## src/hw/rtl/imu_afp_pkg.sv

```systemverilog
// Shared types, constants and the centidegree conversion for the IMU angle frame parser.
package imu_afp_pkg;

    localparam int FRAME_BYTES = 11;
    localparam int POS_W       = $clog2(FRAME_BYTES);

    localparam logic [POS_W-1:0] POS_IDLE  = '0;
    localparam logic [POS_W-1:0] POS_FIRST = POS_W'(1);
    localparam logic [POS_W-1:0] SUM_POS   = POS_W'(FRAME_BYTES - 1);

    localparam int TYPE_POS  = 1;
    localparam int ROLL_POS  = 2;
    localparam int PITCH_POS = 4;
    localparam int YAW_POS   = 6;
    localparam int TEMP_POS  = 8;
    localparam int LAST_DATA = FRAME_BYTES - 2;

    localparam logic [7:0] HEADER_BYTE = 8'h55;
    localparam logic [7:0] ANGLE_TYPE  = 8'h53;

    localparam logic MODE_BYTE = 1'b0;
    localparam logic MODE_TICK = 1'b1;

    localparam logic [15:0] LIMIT_RESET   = 16'd10;
    localparam logic [15:0] SILENCE_RESET = LIMIT_RESET + 16'd1;
    localparam logic [15:0] SILENCE_MAX   = 16'hFFFF;

    // 18000 / 32768 reduces to 1125 / 2048
    localparam int                 CDEG_SHIFT = 11;
    localparam int                 PROD_W     = 27;
    localparam logic signed [11:0] CDEG_MUL   = 12'sd1125;

    typedef struct packed {
        logic       mode;
        logic [7:0] data_byte;
    } t_in_item;

    typedef struct packed {
        logic signed [15:0] roll_val;
        logic signed [15:0] pitch_val;
        logic signed [15:0] yaw_raw;
        logic signed [15:0] roll_centi;
        logic signed [15:0] pitch_centi;
        logic signed [15:0] yaw_centi;
        logic signed [15:0] temperature_raw;
        logic        [31:0] angle_frames;
        logic        [31:0] checksum_errors;
        logic        [15:0] idle_ticks;
        logic               online;
    } t_out_item;

    function automatic logic signed [15:0] to_cdeg(input logic signed [15:0] raw);
        logic signed [PROD_W-1:0] prod;
        logic signed [PROD_W-1:0] biased;
        prod   = PROD_W'(raw) * PROD_W'(CDEG_MUL);
        biased = prod + (prod[PROD_W-1] ? PROD_W'((1 << CDEG_SHIFT) - 1) : PROD_W'(0));
        return biased[CDEG_SHIFT +: 16];
    endfunction

endpackage

```

## src/hw/rtl/imu_angle_frame_parser.sv

```systemverilog
// IMU angle frame parser: byte and tick handling, frame checking and status snapshot.
//
// Takes one transaction per cycle while the output is not stalled, each a serial byte or
// a 10 ms tick, and returns one status snapshot per transaction. An input register feeds a
// single update stage whose result register is the parser state and drives the output;
// a running 8-bit checksum keeps each byte's work to one add and compare, so a full frame
// is judged when its checksum byte is processed.
// The centidegree values are worked out once when an angle frame is latched. The offline
// limit may be rewritten only while no transaction is in flight.
module imu_angle_frame_parser (
    input  logic                   i_clk,
    input  logic                   i_rst_n,
    input  logic                   i_in_valid,
    output logic                   o_in_ready,
    input  imu_afp_pkg::t_in_item  i_in,
    output logic                   o_out_valid,
    input  logic                   i_out_ready,
    output imu_afp_pkg::t_out_item o_out,
    input  logic                   i_cfg_wr_en,
    input  logic [15:0]            i_cfg_wr_data
);

    logic                         r_in_valid;
    imu_afp_pkg::t_in_item        r_in;
    logic                         r_out_valid;
    logic                         w_adv;
    logic                         w_step;

    logic [15:0]                  r_limit;

    logic [7:0]                   r_frame [imu_afp_pkg::TYPE_POS:imu_afp_pkg::LAST_DATA];
    logic                         w_frame_we;
    logic [7:0]                   r_sum,        n_sum;
    logic [imu_afp_pkg::POS_W-1:0] r_pos,       n_pos;

    logic signed [15:0]           r_roll,       n_roll;
    logic signed [15:0]           r_pitch,      n_pitch;
    logic signed [15:0]           r_yaw,        n_yaw;
    logic signed [15:0]           r_temp,       n_temp;
    logic signed [15:0]           r_roll_cdeg,  n_roll_cdeg;
    logic signed [15:0]           r_pitch_cdeg, n_pitch_cdeg;
    logic signed [15:0]           r_yaw_cdeg,   n_yaw_cdeg;
    logic [31:0]                  r_good_cnt,   n_good_cnt;
    logic [31:0]                  r_bad_cnt,    n_bad_cnt;
    logic [15:0]                  r_silence,    n_silence;
    logic                         r_seen,       n_seen;
    logic                         r_online,     n_online;
    logic                         w_angle_frame;

    logic signed [15:0]           w_roll_word;
    logic signed [15:0]           w_pitch_word;
    logic signed [15:0]           w_yaw_word;
    logic signed [15:0]           w_temp_word;

    assign w_adv      = !r_out_valid || i_out_ready;
    assign o_in_ready = !r_in_valid || w_adv;
    assign w_step     = r_in_valid && w_adv;

    always_ff @(posedge i_clk) begin
        if (!i_rst_n) begin
            r_in_valid  <= 1'b0;
            r_out_valid <= 1'b0;
        end else begin
            if (o_in_ready) begin
                r_in_valid <= i_in_valid;
            end
            if (w_adv) begin
                r_out_valid <= r_in_valid;
            end
        end
    end

    always_ff @(posedge i_clk) begin
        if (i_in_valid && o_in_ready) begin
            r_in <= i_in;
        end
    end

    always_ff @(posedge i_clk) begin
        if (!i_rst_n) begin
            r_limit <= imu_afp_pkg::LIMIT_RESET;
        end else if (i_cfg_wr_en) begin
            r_limit <= i_cfg_wr_data;
        end
    end

    assign w_roll_word  = {r_frame[imu_afp_pkg::ROLL_POS + 1],  r_frame[imu_afp_pkg::ROLL_POS]};
    assign w_pitch_word = {r_frame[imu_afp_pkg::PITCH_POS + 1], r_frame[imu_afp_pkg::PITCH_POS]};
    assign w_yaw_word   = {r_frame[imu_afp_pkg::YAW_POS + 1],   r_frame[imu_afp_pkg::YAW_POS]};
    assign w_temp_word  = {r_frame[imu_afp_pkg::TEMP_POS + 1],  r_frame[imu_afp_pkg::TEMP_POS]};

    always_comb begin
        n_sum         = r_sum;
        n_pos         = r_pos;
        n_roll        = r_roll;
        n_pitch       = r_pitch;
        n_yaw         = r_yaw;
        n_temp        = r_temp;
        n_roll_cdeg   = r_roll_cdeg;
        n_pitch_cdeg  = r_pitch_cdeg;
        n_yaw_cdeg    = r_yaw_cdeg;
        n_good_cnt    = r_good_cnt;
        n_bad_cnt     = r_bad_cnt;
        n_silence     = r_silence;
        n_seen        = r_seen;
        w_frame_we    = 1'b0;
        w_angle_frame = 1'b0;

        if (r_in.mode == imu_afp_pkg::MODE_TICK) begin
            if (r_silence != imu_afp_pkg::SILENCE_MAX) begin
                n_silence = r_silence + 16'd1;
            end
        end else if (r_pos == imu_afp_pkg::POS_IDLE) begin
            if (r_in.data_byte == imu_afp_pkg::HEADER_BYTE) begin
                n_pos = imu_afp_pkg::POS_FIRST;
                n_sum = r_in.data_byte;
            end
        end else if (r_pos == imu_afp_pkg::SUM_POS) begin
            n_pos = imu_afp_pkg::POS_IDLE;
            if (r_in.data_byte == r_sum) begin
                if (r_frame[imu_afp_pkg::TYPE_POS] == imu_afp_pkg::ANGLE_TYPE) begin
                    w_angle_frame = 1'b1;
                end
            end else begin
                n_bad_cnt = r_bad_cnt + 32'd1;
            end
        end else begin
            w_frame_we = 1'b1;
            n_sum      = r_sum + r_in.data_byte;
            n_pos      = r_pos + imu_afp_pkg::POS_FIRST;
        end

        if (w_angle_frame) begin
            n_roll       = w_roll_word;
            n_pitch      = w_pitch_word;
            n_yaw        = w_yaw_word;
            n_temp       = w_temp_word;
            n_roll_cdeg  = imu_afp_pkg::to_cdeg(w_roll_word);
            n_pitch_cdeg = imu_afp_pkg::to_cdeg(w_pitch_word);
            n_yaw_cdeg   = imu_afp_pkg::to_cdeg(w_yaw_word);
            n_good_cnt   = r_good_cnt + 32'd1;
            n_silence    = '0;
            n_seen       = 1'b1;
        end

        n_online = n_seen && (n_silence <= r_limit);
    end

    always_ff @(posedge i_clk) begin
        if (w_step && w_frame_we) begin
            r_frame[r_pos] <= r_in.data_byte;
        end
        if (w_step) begin
            r_sum <= n_sum;
        end
    end

    always_ff @(posedge i_clk) begin
        if (!i_rst_n) begin
            r_pos        <= imu_afp_pkg::POS_IDLE;
            r_roll       <= '0;
            r_pitch      <= '0;
            r_yaw        <= '0;
            r_temp       <= '0;
            r_roll_cdeg  <= '0;
            r_pitch_cdeg <= '0;
            r_yaw_cdeg   <= '0;
            r_good_cnt   <= '0;
            r_bad_cnt    <= '0;
            r_silence    <= imu_afp_pkg::SILENCE_RESET;
            r_seen       <= 1'b0;
            r_online     <= 1'b0;
        end else if (w_step) begin
            r_pos        <= n_pos;
            r_roll       <= n_roll;
            r_pitch      <= n_pitch;
            r_yaw        <= n_yaw;
            r_temp       <= n_temp;
            r_roll_cdeg  <= n_roll_cdeg;
            r_pitch_cdeg <= n_pitch_cdeg;
            r_yaw_cdeg   <= n_yaw_cdeg;
            r_good_cnt   <= n_good_cnt;
            r_bad_cnt    <= n_bad_cnt;
            r_silence    <= n_silence;
            r_seen       <= n_seen;
            r_online     <= n_online;
        end
    end

    assign o_out_valid           = r_out_valid;
    assign o_out.roll_val        = r_roll;
    assign o_out.pitch_val       = r_pitch;
    assign o_out.yaw_raw         = r_yaw;
    assign o_out.roll_centi      = r_roll_cdeg;
    assign o_out.pitch_centi     = r_pitch_cdeg;
    assign o_out.yaw_centi       = r_yaw_cdeg;
    assign o_out.temperature_raw = r_temp;
    assign o_out.angle_frames    = r_good_cnt;
    assign o_out.checksum_errors = r_bad_cnt;
    assign o_out.idle_ticks      = r_silence;
    assign o_out.online          = r_online;

    a_pos_range: assert property (@(posedge i_clk) disable iff (!i_rst_n)
        r_pos <= imu_afp_pkg::SUM_POS)
        else $error("frame position beyond checksum byte");

    a_angle_latch: assert property (@(posedge i_clk) disable iff (!i_rst_n)
        (w_step && w_angle_frame) |=> (r_silence == '0 && r_seen && o_out_valid))
        else $error("angle frame did not clear silence counter");

    a_online_seen: assert property (@(posedge i_clk) disable iff (!i_rst_n)
        r_online |-> r_seen)
        else $error("online without any angle frame");

    a_stall_full: assert property (@(posedge i_clk) disable iff (!i_rst_n)
        !o_in_ready |-> (r_in_valid && r_out_valid && !i_out_ready))
        else $error("input held off with free room");

    a_counts_hold: assert property (@(posedge i_clk) disable iff (!i_rst_n)
        !w_step |=> ($stable(r_good_cnt) && $stable(r_bad_cnt) && $stable(r_silence)))
        else $error("counters moved without a transaction");

endmodule

```

## config.mk

```make
export PLATFORM = sky130hd
export DESIGN_NAME = imu_angle_frame_parser
export DESIGN_NICKNAME = d
export VERILOG_FILES = /design/src/hw/rtl/imu_afp_pkg.sv /design/src/hw/rtl/imu_angle_frame_parser.sv
export SDC_FILE = /design/constraint.sdc
export NUM_CORES = 1
export LEC_CHECK = 0
export BUFFER_PORTS_ARGS = -buffer_cell sky130_fd_sc_hd__buf_2
export CORE_UTILIZATION = 50
export CTS_BUF_LIST = sky130_fd_sc_hd__clkbuf_16
export DETAILED_ROUTE_END_ITERATION = 8
export PLACE_DENSITY = 0.69
export SETUP_SLACK_MARGIN = 0.4
export SLEW_MARGIN = 20
export SYNTH_ARGS = -nofsm -noshare
export SYNTH_HDL_FRONTEND = slang
export SYNTH_SLANG_ARGS = --single-unit
```

## constraint.sdc

```tcl
create_clock -name i_clk -period 8.6 [get_ports i_clk]
set_input_delay 2.15 -clock i_clk [delete_from_list [all_inputs] [get_ports i_clk]]
set_output_delay 2.15 -clock i_clk [all_outputs]
set_load 0.1 [all_outputs]
```

# Word level (Yosys, flattened, before mapping)

Memory sizes are Yosys's and may differ from the RTL's. A register that Yosys moved wholly into a read port is not among the register bits.
Cells that the tools add are included.

Add/subtract/negate cells: 8
Multiply operators: 3
Divide/modulo/power cells: 0
$lt $le $gt $ge: 1
Eq/ne operators: 7
Shift-type cells: 0
Muxes and demuxes: 23
Bitwise operators: 3
Reductions and logical operators: 15

Operators with widths:

| operator               | number |
|---|---|
| $add 27x12->27         | 3 |
| $mul 16x12->27 const B | 3 |
| $add 32x1->32 const B  | 2 |
| $mux 16                | 3 |
| $mux 11                | 3 |
| $mux 8                 | 3 |
| $add 16x1->16 const B  | 1 |
| $eq 8x7->1 const B     | 2 |
| $le 16x16->1           | 1 |
| $ne 16x16->1 const B   | 1 |
| $mux 4                 | 3 |
| $mux 1                 | 11 |
| $add 8x8->8            | 1 |
| $eq 8x8->1             | 1 |
| $reduce_and 5->1       | 1 |
| $add 4x1->4 const B    | 1 |
| $eq 4x4->1 const B     | 1 |
| $logic_and 1x1->1      | 4 |
| $logic_not 1->1        | 4 |
| $logic_not 4->1        | 1 |
| $reduce_and 4->1       | 1 |
| $not 1->1              | 3 |
| $reduce_and 3->1       | 1 |
| $logic_or 1x1->1       | 2 |
| 3 further kinds        | 3 |

Register bits: 217
Bits in latches: 0
RAM bits: 72
ROM bits: 0
Word-level logic and storage cells: 79
Memories: 1

Memories:

| memory  | words | bits a word | rd ports | clocked after Yosys merged registers in | write ports | RTL line                     | source |
|---|---|---|---|---|---|---|---|
| r_frame | 9     | 8           | 9        | 2                                       | 1           | imu_angle_frame_parser.sv:31 | `logic [7:0] r_frame [imu_afp_pkg::TYPE_POS:imu_afp_pkg::LAST_DATA];` |

# Longest topological paths before layout

Gate-level depths: netlist (run 1).

Depth in word-level cells: 9
Mapped depth: 29

# Least setup slack after synthesis (run 1)

Ideal clock, no wire load.

Path type: register to register
Start point: memory r_frame[2][1]
End point: register r_roll_cdeg[15]
Arrival time: 6.484 ns
Path slack: 1.999 ns
Cell stages (with the launch flop): 29
Period minus slack after synthesis: 6.601 ns
Cell sequence: edfxtp_1 > ha_1 > inv_1 > fa_1 > inv_1 > fa_1 > inv_1 > fa_1 > inv_1 > ha_1 > a2111oi_0 > o21ai_1 > a41oi_2 > o31ai_1 > a21o_1 > nand2_1 > inv_1 > ha_1 > or4b_2 > o21ai_0 > o21ai_0 > nor4_1 > nor3b_2 > a31oi_4 > or4_1 > buf_2 > nand4bb_4 > mux2i_1 > nand2_1

RTL lines:

| item                 | RTL line                      | source |
|---|---|---|
| from (decl)          | imu_angle_frame_parser.sv:31  |  |
| to (signal assigned) | imu_angle_frame_parser.sv:179 | `r_roll_cdeg <= n_roll_cdeg;` |
| to (decl)            | imu_angle_frame_parser.sv:40  | `logic signed [15:0] r_roll_cdeg, n_roll_cdeg;` |

==> results.ini, run 1 <==
[timing]
max_slew_headroom_at_the_worst_pin_pct=30.0
post-route-min-period_ps=7280
final-max-slew-violation-count=0
finalWorstSetupSlack_ps=1320
fin_tns_setup_ps=0
fmax_mhz=137
rsz0062_at_grt=false
timing.final.hold_violations=0
setup_viol=0
final_min_period_over_clock_period_pct=84.7
clock_skew_ps=18.0
tightestPinTransition_ps=1040

[yosys]
async_flop_share_pct=0
most_numerous_cell_types_in_the_synthesized_netlist=sky130_fd_sc_hd__ha_1, sky130_fd_sc_hd__nand2_1, sky130_fd_sc_hd__inv_1
ys_top_cells_by_area=sky130_fd_sc_hd__dfxtp_1, sky130_fd_sc_hd__ha_1, sky130_fd_sc_hd__edfxtp_1, sky130_fd_sc_hd__fa_1, sky130_fd_sc_hd__nand2_1
seq_area_frac_synth_pct=30.7
yosys-mux-area-fraction_pct=2.38
synth.lib_cells_used.distinct=87
syn-instance-count=2505
synthAdderAreaFrac_pct=25.0
syn_avg_cell_area_sq_um=9.10
netlist.area_leader.share_pct=19.0
netlist_area_sq_mm=0.0228
yosys_warnings=0
postSynthRegisterBits=305
number_of_synthesized_flops_with_an_enable_pin=89
xor_and_xnor_fraction_of_the_mapped_netlist_area_pct=7.26
synthSimpleGateAreaFrac_pct=15.8
syn-num-nets=2925
largest_family_of_logic_cells_by_synthesized_area=adder cells
synth_compound_gate_area_share_pct=13.0
synth_top_area_cell=sky130_fd_sc_hd__dfxtp_1
yosys.cell_count.top_type=sky130_fd_sc_hd__ha_1
ys.flop_type=sky130_fd_sc_hd__dfxtp_1

[layout]
fraction_of_layout_instances_using_a_drive_strength_above_1_pct=12.3
layout.cells.non_filler=3314
antennaDiodeCount=0
multiInputGateArea_sq_mm=0.0145
synthToLayoutAreaGrowth_pct=12.1
fill_cells=3929
final_cell_area_sq_mm=0.0256
finish.net_count=3115
sequential_area_sq_mm=0.00700

[clock_network]
cts_hold_buf=0
tritoncts_clock_tree=done
cts_root_buf=sky130_fd_sc_hd__clkbuf_16
clk_pin_slew_ps=60
cts_inserted_buffers=36
cts_buffer_depth=3
postCtsResizedCells=0
cts_sink_count=305
cts.htree.levels=2
postCtsSetupRepairBufs=0
insertion_delay_ps=560

[setup_path]
crit_fanout=8
criticalPathCategory=reg -> reg
r2r-start=r_frame[2][1]
r2r_slack_ps=1320
r2r_end=r_roll_cdeg[15]
critical_path_required_ps=9040
worst-endpoint-arrival_ps=7720
endpoint_kind=register
crit_path_start_kind=register
worst_r2r_path_depth=27

[grt]
grt_antenna_before_repair=1
grtUsageTotal_pct=24.6
via_count_of_the_first_global_routing_pass=18076
globalRoute.totalOverflow=0
largest_net_degree_at_the_start_of_global_routing=95
grt_pass1_wl_mm=92.9

[drt]
route.antenna.remaining_nets=0
route.vias.total=18494
dr.first_iter.drc_count=1250
route.detailed.vias_per_inst=5.58
routed_wl_mm=57.8
firstDrtPassIters=6
drt_drc_violations_left=0
route.detailed.wl_per_inst_microns=17.5

[placement]
placedInstanceArea_sq_mm=0.0244
number_of_i_o_port_buffers=224
gpl.final_weighted_congestion=0.896
detailedPlace.worstSlack_ps=1370
hpwlAfterDp_mm=43.7
placed_cells_incl_taps=3249

[die]
die_width_microns=216
dieArea_sq_mm=0.0465
rows=77
floorplan.initialDensity_pct=51.1
floorplan.core_area_sq_mm=0.0446
design.portCount=225
floorplan.die.height_microns=216

[worst_hold_path]
worstHoldStart=r_yaw[14]
hold_path_class=reg -> reg
hold_depth=2
min_to=r_yaw[14]

[flow_run]
max_cap_viol_count=0

[power]
post-layout-total-power_uw=3070
p_leak_uw=0.0116
vdd_drop_max_mv=0.143
power-per-cell-area_mw_per_mm2=120

[run_status]
status=completed

## worst max-delay path by stage
stage                             start               to  slack [ps]
after global placement    r_frame[2][1]  r_roll_cdeg[15]        1580
final                     r_frame[2][1]  r_roll_cdeg[15]        1320
after detailed placement  r_frame[2][1]  r_roll_cdeg[15]        1370
after floorplan           r_frame[2][1]  r_roll_cdeg[15]        2000
after global routing      r_frame[2][5]  r_roll_cdeg[15]         720
after CTS                 r_frame[2][1]  r_roll_cdeg[15]        1330
## per-stage QoR
| step | util [%] | hold WS (ps) |
|---|---|---|
| floorplan | - | 456 |
| global placement | 54.8 | 437 |
| detailed placement | 54.8 | 446 |
| CTS | 57.3 | 453 |
| global route | 57.3 | 469 |
| finish | 57.3 | 450 |
## routing by layer
layer  vias up  wire [microns]  track usage (%)
met5         -               0                0
met3        97            3000             3.85
li1       9047               -                -
met4         0            1430             6.93
met2       485           27100             41.1
met1      8865           26300             33.0
## layout make-up
class,count,area share (%)
Timing Repair Buffer,235,4.71
Tap cell,592,2.90
Inverter,265,3.91
Clock inverter,29,0.906
Clock buffer,36,3.52
Sequential cell,305,27.4
Multi-Input combinational cell,1852,56.7
## sequential cells by signal (all words and copies together) (netlist names), 9 cells and up
register / count
r_roll: 16
r_roll_cdeg: 16
r_limit: 16
r_yaw: 16
r_temp: 16
r_silence: 16
r_bad_cnt: 32
r_good_cnt: 32
r_yaw_cdeg: 16
r_pitch_cdeg: 16
r_frame: 72
r_in: 9
r_pitch: 16
## cells in the final DEF (no fill, tap or decap), drive strengths merged, types with 7 or more instances in the layout
cell     synthesis  routed
nor4            11      11
nor2           185     185
mux2            17      17
a2111oi          8       8
fa             109     109
a21oi          166     166
nand2          275     275
o21a            15      15
nand2b          19      19
nor3            38      38
clkinv           0      13
ha             281     281
xor2            99      99
nor2b           20      20
buf             13     235
o21ai           85      85
and3            35      35
clkbuf          70      36
and2            14      14
nand3           77      77
and4             7       7
mux2i           35      35
inv            265     276
o311ai           7       7
o21bai           9       9
xnor2           90      90
a31oi           14      14
o31ai           10      10
dfxtp          216     216
o2111ai          7       7
nand4           33      33
a21o            29      29
or3             20      20
edfxtp          89      89
a211oi          38      38
o211ai          11      11
## where the power goes
| group | total, uW | switching, uW | internal (uW) |
|---|---|---|---|
| clock network | 1470 | 639 | 833 |
| registers | 1500 | 15.7 | 1490 |
| logic | 94.4 | 63.9 | 30.5 |
## critical path: stages (launching register included)
cell and delay, ps:
sky130_fd_sc_hd__edfxtp_1 510, sky130_fd_sc_hd__ha_1 340, sky130_fd_sc_hd__inv_1 50, sky130_fd_sc_hd__fa_1 500, sky130_fd_sc_hd__inv_1 50, sky130_fd_sc_hd__fa_1 530
sky130_fd_sc_hd__inv_1 50, sky130_fd_sc_hd__fa_1 520, sky130_fd_sc_hd__inv_1 40, sky130_fd_sc_hd__ha_1 350, sky130_fd_sc_hd__a2111oi_0 430, sky130_fd_sc_hd__o21ai_1 210
sky130_fd_sc_hd__a41oi_2 310, sky130_fd_sc_hd__o31ai_1 150, sky130_fd_sc_hd__a21o_1 230, sky130_fd_sc_hd__nand2_1 110, sky130_fd_sc_hd__inv_1 90, sky130_fd_sc_hd__ha_1 210
sky130_fd_sc_hd__or4b_2 660, sky130_fd_sc_hd__o21ai_0 190, sky130_fd_sc_hd__o21ai_0 110, sky130_fd_sc_hd__nor4_1 360, sky130_fd_sc_hd__nor3b_2 120, sky130_fd_sc_hd__a31oi_4 300
sky130_fd_sc_hd__or4_1 280, sky130_fd_sc_hd__nand4bb_4 210, sky130_fd_sc_hd__mux2i_1 200, sky130_fd_sc_hd__nand2_1 60
## cells by family after synthesis
| logic type | count (synthesis) |
|---|---|
| buffers and inverters | 348 |
| AOI/OAI and AO/OA | 457 |
| adders and majority gates | 390 |
| and+or+nand+nor | 764 |
| muxes | 52 |
| xor gates and xnor gates | 189 |
| DFF | 305 |
Note: power is estimated with default switching activity, not from simulation.
==> run 2, diff against run 1 <==
==> constraint.sdc (replaced) <==
create_clock -name i_clk -period 7.03 [get_ports i_clk]
set_input_delay 1.7575 -clock i_clk [delete_from_list [all_inputs] [get_ports i_clk]]
set_output_delay 1.7575 -clock i_clk [all_outputs]
set_load 0.1 [all_outputs]
==> results.ini, run 2 (synthesis gave the netlist of run 1 again) <==
[setup_path]
endpoint_kind=register  ; unchanged
critPathMaxStageDelay_ps=680  ; was 660 ps
r2r_slack_ps=570  ; was 1320 ps
critical_path_required_ps=7480  ; was 9040 ps
r2r-start=r_frame[2][7]  ; was r_frame[2][1]
criticalPathCategory=reg -> reg  ; unchanged
r2r_end=r_roll_cdeg[15]  ; unchanged
worst_r2r_path_depth=27  ; unchanged
crit_path_start_kind=register  ; unchanged
timing.critical_path.slowest_stage_cell=sky130_fd_sc_hd__or4b_2  ; unchanged
critical_path.most_common_cell=sky130_fd_sc_hd__ha_1  ; was sky130_fd_sc_hd__inv_1
worst-endpoint-arrival_ps=6900  ; was 7720 ps
crit_fanout=8  ; unchanged

[die]
floorplan.initialDensity_pct=51.1  ; unchanged
die_width_microns=216  ; unchanged
design.portCount=225  ; unchanged
floorplan.core_area_sq_mm=0.0446  ; unchanged
dieArea_sq_mm=0.0465  ; unchanged
rows=77  ; unchanged
floorplan.die.height_microns=216  ; unchanged

[grt]
grt_antenna_before_repair=1  ; unchanged
grtUsageTotal_pct=24.8  ; was 24.6%
via_count_of_the_first_global_routing_pass=18457  ; was 18076
grt_pass1_wl_mm=93.9  ; was 92.9 mm
globalRoute.totalOverflow=0  ; unchanged
largest_net_degree_at_the_start_of_global_routing=103  ; was 95

[clock_network]
cts_hold_buf=0  ; unchanged
tritoncts_clock_tree=done  ; unchanged
cts_sink_count=305  ; unchanged
clk_pin_slew_ps=60  ; about the same
cts_buffer_depth=3  ; unchanged
cts.htree.levels=2  ; unchanged
cts_root_buf=sky130_fd_sc_hd__clkbuf_16  ; unchanged
cts_inserted_buffers=35  ; was 36
insertion_delay_ps=570  ; was 560 ps

[layout]
largest_register_ffs=72  ; unchanged
finish.net_count=3207  ; was 3115
synthToLayoutAreaGrowth_pct=16.6  ; was 12.1%
fraction_of_layout_instances_using_a_drive_strength_above_1_pct=16.5  ; was 12.3%
fill_cells=3830  ; was 3929
multiInputGateArea_sq_mm=0.0148  ; was 0.0145 sq mm
reg_top3=r_frame (72), r_bad_cnt (32), r_good_cnt (32)  ; unchanged
layout.cells.non_filler=3405  ; was 3314
antennaDiodeCount=0  ; unchanged
layout_commonest_cell=sky130_fd_sc_hd__nand2_1  ; was sky130_fd_sc_hd__ha_1
top_reg_by_flops=r_frame  ; unchanged
sequential_area_sq_mm=0.00700  ; unchanged
layout.cells.most_common_list=sky130_fd_sc_hd__nand2_1, sky130_fd_sc_hd__ha_1, sky130_fd_sc_hd__inv_1, sky130_fd_sc_hd__buf_2, sky130_fd_sc_hd__dfxtp_1  ; was sky130_fd_sc_hd__ha_1, sky130_fd_sc_hd__nand2_1, sky130_fd_sc_hd__inv_1, sky130_fd_sc_hd__buf_2, sky130_fd_sc_hd__dfxtp_1

[flow_run]
max_cap_viol_count=0  ; unchanged

[timing]
timing.final.hold_violations=0  ; unchanged
fmax_mhz=155  ; was 137 MHz
post-route-min-period_ps=6460  ; was 7280 ps
clock_skew_ps=17.8  ; was 18.0 ps
rsz0062_at_grt=false  ; unchanged
max_slew_headroom_at_the_worst_pin_pct=39.8  ; was 30.0%
final-max-slew-violation-count=0  ; unchanged
final_min_period_over_clock_period_pct=91.8  ; was 84.7%
setup_viol=0  ; unchanged
fin_tns_setup_ps=0  ; unchanged
tightestPinTransition_ps=902  ; was 1040 ps

[worst_hold_path]
hold_depth=2  ; unchanged
min_to=r_pitch[11]  ; was r_yaw[14]
hold_path_class=reg -> reg  ; unchanged
worstHoldStart=r_pitch[11]  ; was r_yaw[14]

[drt]
drt_drc_violations_left=0  ; unchanged
route.detailed.wl_per_inst_microns=17.5  ; about the same
route.vias.total=18904  ; was 18494
route.detailed.vias_per_inst=5.55  ; was 5.58
routed_wl_mm=59.6  ; was 57.8 mm
dr.first_iter.drc_count=1065  ; was 1250
firstDrtPassIters=5  ; was 6
route.antenna.remaining_nets=0  ; unchanged

[placement]
hpwlAfterDp_mm=43.7  ; about the same
gpl.final_weighted_congestion=0.886  ; was 0.896
number_of_i_o_port_buffers=224  ; unchanged
placed_cells_incl_taps=3268  ; was 3249

[power]
vdd_drop_max_mv=0.240  ; was 0.143 mV
power-per-cell-area_mw_per_mm2=144  ; was 120 mW/mm^2
p_leak_uw=0.0120  ; was 0.0116 uW

[run_status]
status=completed  ; unchanged

run 2: report_power, final:
part / leakage, uW / switching, uW / total (uW) / internal [uW]
registers: 0.00255 / 18.9 / 1840 / 1820
clock network: 0.000592 / 798 / 1880 / 1090
logic: 0.00890 / 80.8 / 118 / 37.6
total: 0.0120 / 898 / 3840 / 2940
run 2: area by class of cell:
cell class | instances | area share, %
Multi-Input combinational cell | 1852 | 55.5
Sequential cell | 305 | 26.3
Timing Repair Buffer | 328 | 7.18
Inverter | 265 | 3.76
Clock buffer | 37 | 3.48
Tap cell | 592 | 2.79
Clock inverter | 26 | 0.955
run 2: worst max-delay path, delay by kind of cell, from the launching register on:
family | cells | cell delay [ps]
compound gates | 8 | 1580
fa+ha+maj | 6 | 1990
buf+inv | 5 | 550
flops | 1 | 450
mux | 1 | 210
simple gates | 7 | 1550
run 2: how the worst max path moves through the flow:
stage          cells after the start          start  slack (ps)              end
2_1_floorplan                     28  r_frame[2][1]         430  r_roll_cdeg[15]
4_1_cts                           26  r_frame[2][5]         380  r_roll_cdeg[15]
5_1_grt                           26  r_frame[3][3]         330  r_roll_cdeg[12]
3_5_place_dp                      25  r_frame[2][7]         100  r_roll_cdeg[15]
3_3_place_gp                      25  r_frame[2][7]         290  r_roll_cdeg[15]
6_report                          27  r_frame[2][7]         570  r_roll_cdeg[15]
run 2: metrics by stage:
stage          worst slack [ps]  util [%]  total power (uW)  hold slack (ps)  instance area, sq um
2_1_floorplan               429         -              1950              456                 22800
3_5_place_dp               98.7      55.1              2000              448                 24600
4_1_cts                     381      57.9              3880              455                 25800
6_report                    575      59.6              3840              452                 26600
5_1_grt                     334      59.6              3960              467                 26600
3_3_place_gp                286      55.1              1990              439                 24600
run 2: what timing repair did:
item,CTS,global route
endpoints found under the setup margin,20,47
buffers inserted,7,66
cloned,0,1
gates resized for setup,9,48
pin swaps,7,29
run 2: layer usage:
metal	vias to the layer above	global-route usage [%]	part of all wire, %
li1	9225	-	-
met1	9046	32.0	44
met2	511	41.3	48
met3	120	4.30	5.7
met4	2	9.17	3.3
met5	-	0	0.022
